$ cat src/bpc_pkg.sv
// Types and constants for the button press classifier.
// No dependencies; imported by button_press_classifier, bpc_cfg_regs and bpc_core.
package bpc_pkg;

  localparam logic [2:0] ALL_RELEASED = 3'h7;
  localparam logic [4:0] LONG_FLAG    = 5'h10;

  localparam logic [7:0] DEBOUNCE_TICKS_RST   = 8'd5;
  localparam logic [7:0] LONG_PRESS_COUNT_RST = 8'd20;
  localparam logic [4:0] POWEROFF_CODE_RST    = 5'd17;
  localparam logic [4:0] SETUP_CODE_RST       = 5'd20;

  typedef enum logic [1:0] {
    CFG_DEBOUNCE_TICKS   = 2'd0,
    CFG_LONG_PRESS_COUNT = 2'd1,
    CFG_POWEROFF_CODE    = 2'd2,
    CFG_SETUP_CODE       = 2'd3
  } cfg_idx_t;

  typedef struct packed {
    logic [7:0] debounce_ticks;
    logic [7:0] long_press_count;
    logic [4:0] poweroff_code;
    logic [4:0] setup_code;
  } cfg_t;

  typedef struct packed {
    logic       active;
    logic [4:0] message;
    logic       shutdown;
  } res_t;

endpackage

$ cat src/bpc_in_if.sv
// Input channel of the button press classifier: one sample tick per transaction.
// No dependencies.
interface bpc_in_if;
  logic       valid;
  logic       ready;
  logic [2:0] button_levels;
  logic       take_message;

  modport source (output valid, output button_levels, output take_message, input ready);
  modport sink (input valid, input button_levels, input take_message, output ready);
endinterface

$ cat src/bpc_out_if.sv
// Result channel of the button press classifier: one result per sample tick.
// No dependencies.
interface bpc_out_if;
  logic       valid;
  logic       ready;
  logic       active;
  logic [4:0] message;
  logic       shutdown;

  modport source (output valid, output active, output message, output shutdown, input ready);
  modport sink (input valid, input active, input message, input shutdown, output ready);
endinterface

$ cat src/button_press_classifier.sv
// Top level of the button press classifier: input register, core, result register.
// Depends on bpc_pkg, bpc_in_if, bpc_out_if, bpc_cfg_regs and bpc_core.
//
//   Port      Direction  Contents
//   in_ch     sink       button_levels, take_message (one sample tick)
//   out_ch    source     active, message, shutdown (one result per tick)
//   cfg_*     input      write enable, register index, 8-bit write data
//
// One transaction is accepted per cycle while in_ch.ready is high; a result passes
// through the input register and then through the result register.
// The press state advances as a transaction leaves the input register.
// A stalled result holds both stages; in_ch.ready stays high while a stage is free.
// Reset is synchronous and clears both stages and all state.
module button_press_classifier
  import bpc_pkg::*;
(
  input  logic       clk,
  input  logic       rst_n,
  bpc_in_if.sink     in_ch,
  bpc_out_if.source  out_ch,
  input  logic       cfg_we,
  input  logic [1:0] cfg_index,
  input  logic [7:0] cfg_wdata
);

  cfg_t       cfg;
  res_t       res;
  logic       s1_valid_r;
  logic [2:0] s1_levels_r;
  logic       s1_take_r;
  logic       out_valid_r;
  res_t       out_res_r;
  logic       advance;
  logic       step;
  logic       accept;

  assign advance = out_ch.ready || !out_valid_r;
  assign step    = s1_valid_r && advance;
  assign in_ch.ready = !s1_valid_r || advance;
  assign accept  = in_ch.valid && in_ch.ready;

  bpc_cfg_regs u_cfg (
    .clk       (clk),
    .rst_n     (rst_n),
    .cfg_we    (cfg_we),
    .cfg_index (cfg_index),
    .cfg_wdata (cfg_wdata),
    .cfg       (cfg)
  );

  bpc_core u_core (
    .clk           (clk),
    .rst_n         (rst_n),
    .cfg           (cfg),
    .step          (step),
    .button_levels (s1_levels_r),
    .take_message  (s1_take_r),
    .res           (res)
  );

  always_ff @(posedge clk) begin
    if (!rst_n) begin
      s1_valid_r  <= 1'b0;
      out_valid_r <= 1'b0;
    end else begin
      if (in_ch.ready) begin
        s1_valid_r <= in_ch.valid;
      end
      if (advance) begin
        out_valid_r <= s1_valid_r;
      end
    end
  end

  always_ff @(posedge clk) begin
    if (accept) begin
      s1_levels_r <= in_ch.button_levels;
      s1_take_r   <= in_ch.take_message;
    end
    if (step) begin
      out_res_r <= res;
    end
  end

  assign out_ch.valid    = out_valid_r;
  assign out_ch.active   = out_res_r.active;
  assign out_ch.message  = out_res_r.message;
  assign out_ch.shutdown = out_res_r.shutdown;

endmodule

$ cat src/bpc_cfg_regs.sv
// Configuration register file of the button press classifier.
// Depends on bpc_pkg.
module bpc_cfg_regs
  import bpc_pkg::*;
(
  input  logic       clk,
  input  logic       rst_n,
  input  logic       cfg_we,
  input  logic [1:0] cfg_index,
  input  logic [7:0] cfg_wdata,
  output cfg_t       cfg
);

  cfg_t cfg_r;
  cfg_t cfg_nxt;

  always_comb begin
    cfg_nxt = cfg_r;
    if (cfg_we) begin
      unique case (cfg_idx_t'(cfg_index))
        CFG_DEBOUNCE_TICKS:   cfg_nxt.debounce_ticks   = cfg_wdata;
        CFG_LONG_PRESS_COUNT: cfg_nxt.long_press_count = cfg_wdata;
        CFG_POWEROFF_CODE:    cfg_nxt.poweroff_code    = cfg_wdata[4:0];
        CFG_SETUP_CODE:       cfg_nxt.setup_code       = cfg_wdata[4:0];
        default:              cfg_nxt = cfg_r;
      endcase
    end
  end

  always_ff @(posedge clk) begin
    if (!rst_n) begin
      cfg_r.debounce_ticks   <= DEBOUNCE_TICKS_RST;
      cfg_r.long_press_count <= LONG_PRESS_COUNT_RST;
      cfg_r.poweroff_code    <= POWEROFF_CODE_RST;
      cfg_r.setup_code       <= SETUP_CODE_RST;
    end else begin
      cfg_r <= cfg_nxt;
    end
  end

  assign cfg = cfg_r;

endmodule

$ cat src/bpc_core.sv
// Press classification state and its per-tick update logic.
// Depends on bpc_pkg.
module bpc_core
  import bpc_pkg::*;
(
  input  logic       clk,
  input  logic       rst_n,
  input  cfg_t       cfg,
  input  logic       step,
  input  logic [2:0] button_levels,
  input  logic       take_message,
  output res_t       res
);

  logic [2:0] pattern_r, pattern_nxt;
  logic [4:0] msg_r, msg_nxt;
  logic [8:0] hold_r, hold_nxt;
  logic       first_run_r, first_run_nxt;
  logic [7:0] cdown_r, cdown_nxt;

  logic [2:0] mask;
  logic       changed;

  always_comb begin
    pattern_nxt   = pattern_r;
    msg_nxt       = msg_r;
    hold_nxt      = hold_r;
    first_run_nxt = first_run_r;
    cdown_nxt     = (cdown_r != 8'd0) ? cdown_r - 8'd1 : cdown_r;
    res           = '0;
    changed       = (button_levels != pattern_r);
    mask          = 3'd0;

    if (changed) begin
      pattern_nxt   = button_levels;
      res.active    = 1'b1;
      first_run_nxt = 1'b0;
      hold_nxt      = 9'd0;
      cdown_nxt     = (button_levels == ALL_RELEASED) ? 8'd0 : cfg.debounce_ticks;
    end

    if (pattern_nxt != ALL_RELEASED) begin
      res.active = 1'b1;
      if (cdown_nxt == 8'd0) begin
        mask      = ~pattern_nxt;
        cdown_nxt = cfg.debounce_ticks;
        if (hold_nxt == 9'd0) begin
          msg_nxt = {2'b00, mask};
        end
        if (hold_nxt <= {1'b0, cfg.long_press_count}) begin
          hold_nxt = hold_nxt + 9'd1;
        end
        if (hold_nxt == {1'b0, cfg.long_press_count}) begin
          msg_nxt = LONG_FLAG | {2'b00, mask};
          if (!first_run_nxt) begin
            if (msg_nxt == cfg.poweroff_code) begin
              res.shutdown = 1'b1;
            end
            if (msg_nxt == cfg.setup_code) begin
              msg_nxt = 5'd0;
            end
          end
        end
      end
    end

    if (take_message) begin
      res.message = msg_nxt;
      msg_nxt     = 5'd0;
    end
  end

  always_ff @(posedge clk) begin
    if (!rst_n) begin
      pattern_r   <= ALL_RELEASED;
      msg_r       <= 5'd0;
      hold_r      <= 9'd1;
      first_run_r <= 1'b1;
      cdown_r     <= DEBOUNCE_TICKS_RST;
    end else if (step) begin
      pattern_r   <= pattern_nxt;
      msg_r       <= msg_nxt;
      hold_r      <= hold_nxt;
      first_run_r <= first_run_nxt;
      cdown_r     <= cdown_nxt;
    end
  end

endmodule

$ cat src/flat_wrapper.sv
// flat-port wrapper written by rule: the top's interface ports become plain ports
module button_press_classifier_flat import bpc_pkg::*;
  (clk, rst_n, cfg_we, cfg_index, cfg_wdata, in_ch_valid, in_ch_button_levels, in_ch_take_message, in_ch_ready, out_ch_valid, out_ch_active, out_ch_message, out_ch_shutdown, out_ch_ready);
  bpc_in_if in_ch_i ();
  bpc_out_if out_ch_i ();
  input  logic clk;
  input  logic rst_n;
  input  logic cfg_we;
  input  logic [1:0] cfg_index;
  input  logic [7:0] cfg_wdata;
  input wire logic [$bits(in_ch_i.valid)-1:0] in_ch_valid;
  input wire logic [$bits(in_ch_i.button_levels)-1:0] in_ch_button_levels;
  input wire logic [$bits(in_ch_i.take_message)-1:0] in_ch_take_message;
  output wire logic [$bits(in_ch_i.ready)-1:0] in_ch_ready;
  output wire logic [$bits(out_ch_i.valid)-1:0] out_ch_valid;
  output wire logic [$bits(out_ch_i.active)-1:0] out_ch_active;
  output wire logic [$bits(out_ch_i.message)-1:0] out_ch_message;
  output wire logic [$bits(out_ch_i.shutdown)-1:0] out_ch_shutdown;
  input wire logic [$bits(out_ch_i.ready)-1:0] out_ch_ready;
  assign in_ch_i.valid = in_ch_valid;
  assign in_ch_i.button_levels = in_ch_button_levels;
  assign in_ch_i.take_message = in_ch_take_message;
  assign in_ch_ready = in_ch_i.ready;
  assign out_ch_valid = out_ch_i.valid;
  assign out_ch_active = out_ch_i.active;
  assign out_ch_message = out_ch_i.message;
  assign out_ch_shutdown = out_ch_i.shutdown;
  assign out_ch_i.ready = out_ch_ready;
  button_press_classifier u_core (.clk(clk), .rst_n(rst_n), .in_ch(in_ch_i), .out_ch(out_ch_i), .cfg_we(cfg_we), .cfg_index(cfg_index), .cfg_wdata(cfg_wdata));
endmodule
$ cat config.mk
export PLATFORM = sky130hd
export DESIGN_NAME = button_press_classifier_flat
export DESIGN_NICKNAME = d
export VERILOG_FILES = /design/src/bpc_pkg.sv /design/src/bpc_in_if.sv /design/src/bpc_out_if.sv /design/src/button_press_classifier.sv /design/src/bpc_cfg_regs.sv /design/src/bpc_core.sv /design/src/flat_wrapper.sv
export SDC_FILE = /design/constraint.sdc
export NUM_CORES = 1
export LEC_CHECK = 0
export BUFFER_PORTS_ARGS = -buffer_cell sky130_fd_sc_hd__buf_2
export CORE_ASPECT_RATIO = 1.2
export CORE_MARGIN = 5
export CORE_UTILIZATION = 30
export DETAILED_ROUTE_END_ITERATION = 8
export PLACE_DENSITY = 0.58
export SLEW_MARGIN = 10
export SYNTH_ARGS = -nofsm -noshare
export SYNTH_HDL_FRONTEND = slang
export SYNTH_HIERARCHICAL = 1
export SYNTH_SLANG_ARGS = --single-unit
$ cat constraint.sdc
create_clock -name clk -period 3.85 [get_ports clk]
set_input_delay 0.77 -clock clk [delete_from_list [all_inputs] [get_ports clk]]
set_output_delay 0.77 -clock clk [all_outputs]
set_load 0.05 [all_outputs]
==> out/qor.yml <==
global_route:
  overflow: 0
  grt_pass1_wl_um: 19870
  grtUsageTotal: 0.1480
  grt_max_degree: 57
  grt_pass1_vias: 3857
  antenna_found_initial: 0
layout:
  finalNonFillerCells: 725
  utilization: 0.3706
  area_growth_pct: 20.66
  layout-drive-gt1-share: 0.2166
  diodes: 0
  final_nets: 578
  nFillCells: 1425
setup_path:
  arrival_ns: 4.16
  r2r-start: "u_core/s1_levels_r[2]$_DFFE_PP_"
  cp-startpoint: "u_core/s1_levels_r[2]$_DFFE_PP_"
  worstPathRequired_ns: 4.11
  crit_path_max_fanout: 7
  start_kind: "register"
  cp-end-kind: "register"
  path_class: "reg2reg"
die:
  die_x_um: 118.8
  start_util: 0.3072
  die_y_um: 140.6
  core-area_sq_mm: 0.01388
  die-area_sq_mm: 0.01670
  num_rows: 47
  ios: 28
synthesis:
  synth-seq-cells: 65
  yosys.area.top_type_share: 0.2536
  synth_cell_types: 80
  yosysMostFrequentCell: "nand2_1"
  synth_common_cells: "nand2_1 (70), dfxtp_1 (54), mux2i_1 (33)"
  ys_seq_area_frac: 0.3311
  synth_edf_count: 11
  synth_nets: 534
  synthCells: 505
  postSynth.asyncResetShare: 0
  syn_area_per_cell_sq_um: 8.441
  yosys.area.top_type: "dfxtp_1"
  ys.flop_type: "dfxtp_1"
  yosys_warnings: 6
  synth_area_sq_mm: 0.004263
  synth_area_leaders: "dfxtp_1 (25%), edfxtp_1 (7.7%), mux2i_1 (7.7%), nand2_1 (6.2%), ha_1 (2.9%)"
timing:
  finalSetupViolations: 8
  hold_viol_final: 0
  fin_hold_ws_ns: 0.4479
  tightest_slew_ns: 0.6931
  final_max_slew_viol_count: 0
  fin_crit_ns: 3.901
  fmax_mhz: 256.3
  finClkSkew_ns: 0.009666
  finalCritPeriodShare: 1.013
  tns_ns: -0.2941
  fin_ws_ns: -0.05110
  slew-limit-headroom: 0.5358
  rsz0062_at_grt: "true"
clocking:
  cts_hold_buf: 0
  cts.clk_slew.worst_paths_ns: 0.05
  root_buffer: "clkbuf_16"
  cts_buffer_depth: 2
  tritoncts: "done"
  cts_buffers: 9
  cts_sinks: 65
  htreeDepth: 3
  clk_latency_ns: 0.33
run_status:
  status: "complete, but fails checks"
  violations: "negative setup slack"
route:
  ant_nets: 0
  vias: 3991
  firstDrtPassIters: 4
  routedWlPerCell_um: 17.23
  initialDrtViolationCount: 214
  via_per_inst: 5.505
  drc: 0
  wl_um: 12490
min_path:
  hp-start: "u_core/u_core/first_run_r$_SDFFE_PN1P_"
  hold_class: "reg2reg"
flow_run:
  drv_cap: 0
placed_design:
  portBuffers: 27
  place_inst: 702
  gp_congestion: 0.9827
  dp_hpwl_um: 9411
power_and_ir_drop:
  p_total_mw: 1.792
  p_leak_nw: 2.012
  p_sw_frac: 0.2603
  switching_power_uw: 466.4
  p_seq_frac: 0.417
  combPwrFrac: 0.140
  clock_power_share: 0.443
  vdd_drop_max_mv: 0.2637
  intPower_mw: 1.325
  power_per_cell_area_mw_per_mm2: 348.4
stage by stage:
| step | setup WS (ns) | cell area [sq um] |
|---|---|---|
| 2_1_floorplan | 0.01856 | 4265 |
| 3_3_place_gp | 0.07766 | 4703 |
| 3_5_place_dp | 0.01912 | 4703 |
| 4_1_cts | 0.005063 | 5000 |
| 5_1_grt | -0.1483 | 5144 |
| 6_report | -0.05110 | 5144 |
layout make-up:
| class | count | area [sq um] | share of cell area |
|---|---|---|---|
| Multi-Input combinational cell | 382 | 2689 | 0.5227 |
| Clock inverter | 1 | 7.507 | 0.001459 |
| Clock buffer | 15 | 289.0 | 0.05619 |
| Tap cell | 171 | 214.0 | 0.04160 |
| Inverter | 23 | 86.33 | 0.01678 |
| Timing Repair Buffer | 68 | 446.7 | 0.08684 |
| Sequential cell | 65 | 1411 | 0.2744 |
worst max-delay path, cell delays in order, from the launching register on:
cell,delay (ns)
edfxtp_1,0.45
xor2_2,0.23
nor3_4,0.33
nand2_1,0.13
inv_2,0.08
buf_4,0.12
ha_4,0.13
nand3_2,0.08
a221o_1,0.41
a211o_1,0.28
nand2_1,0.07
nand4_1,0.10
nor4_2,0.26
nand4_1,0.17
a211o_4,0.39
buf_4,0.16
mux2_4,0.32
o22ai_2,0.11
logic make-up (layout without fill, tap and decap cells):
| kind of cell | after synthesis | count (layout) | share of synthesized area |
|---|---|---|---|
| buf+inv | 58 | 107 | 0.05929 |
| simple gates | 196 | 196 | 0.2504 |
| mux | 37 | 37 | 0.08982 |
| xor+xnor | 23 | 23 | 0.05078 |
| flops | 65 | 65 | 0.3311 |
| compound gates | 116 | 116 | 0.1893 |
| fa+ha+maj | 10 | 10 | 0.02935 |
timing repair:
action,4_1_cts,5_1_grt
setup buffers,0,7
endpoints found under the hold margin,0,0
gates resized for setup,0,21
setup endpoints to repair,0,12
per-layer routing:
metal / track usage / part of all wire
met1: 0.1772 / 0.42
met5: 0 / 0
met4: 0.08786 / 0.046
met3: 0.02484 / 0.049
met2: 0.2491 / 0.48
power groups by stage:
stage               clock network, mW  logic [mW]  registers, mW
floorplan                           0       0.162          0.758
global placement                    0       0.236          0.760
detailed placement                  0       0.238          0.761
CTS                             0.812       0.239          0.746
global route                    0.855       0.271          0.751
finish                          0.793       0.251          0.747
registers in the layout, summed over array words and instances, names as in the netlist:
register,cells
u_core/s1_valid_r,1
u_core/s1_take_r,1
u_core/out_ch.message,5
u_core/u_cfg/cfg,26
u_core/u_core/cdown_r,8
u_core/u_core/pattern_r,3
u_core/out_ch.valid,1
u_core/u_core/msg_r,5
u_core/u_core/first_run_r,1
u_core/out_ch.active,1
u_core/out_ch.shutdown,1
u_core/u_core/hold_r,9
u_core/s1_levels_r,3
worst paths after layout:
path              slack, ns  depth (start not counted)                                     end
hold / removal         0.45                          2  u_core/u_core/first_run_r$_SDFFE_PN1P_
hold reg to reg        0.45                          2  u_core/u_core/first_run_r$_SDFFE_PN1P_
setup / recovery      -0.05                         17     u_core/u_core/msg_r[1]$_SDFFE_PN0P_
setup reg to reg      -0.05                         17     u_core/u_core/msg_r[1]$_SDFFE_PN0P_
layout by cell type (no fill, tap or decap), drive strengths merged, types with 3 or more instances in the layout:
cell type  instances
a21o               5
a21oi             21
a221o              3
a31oi             11
and2               3
and3               5
buf               68
clkbuf            15
dfxtp             54
edfxtp            11
ha                10
inv               22
mux2               4
mux2i             33
nand2             72
nand2b             3
nand3             19
nand4             12
nor2              22
nor2b             19
nor3              13
nor3b              4
nor4               9
nor4b              3
o21ai             27
o22ai             11
o311ai             4
o31a               4
o31ai              4
o41ai              3
or4                3
xnor2             11
xor2              12
Note: power is estimated with default switching activity, not from simulation.
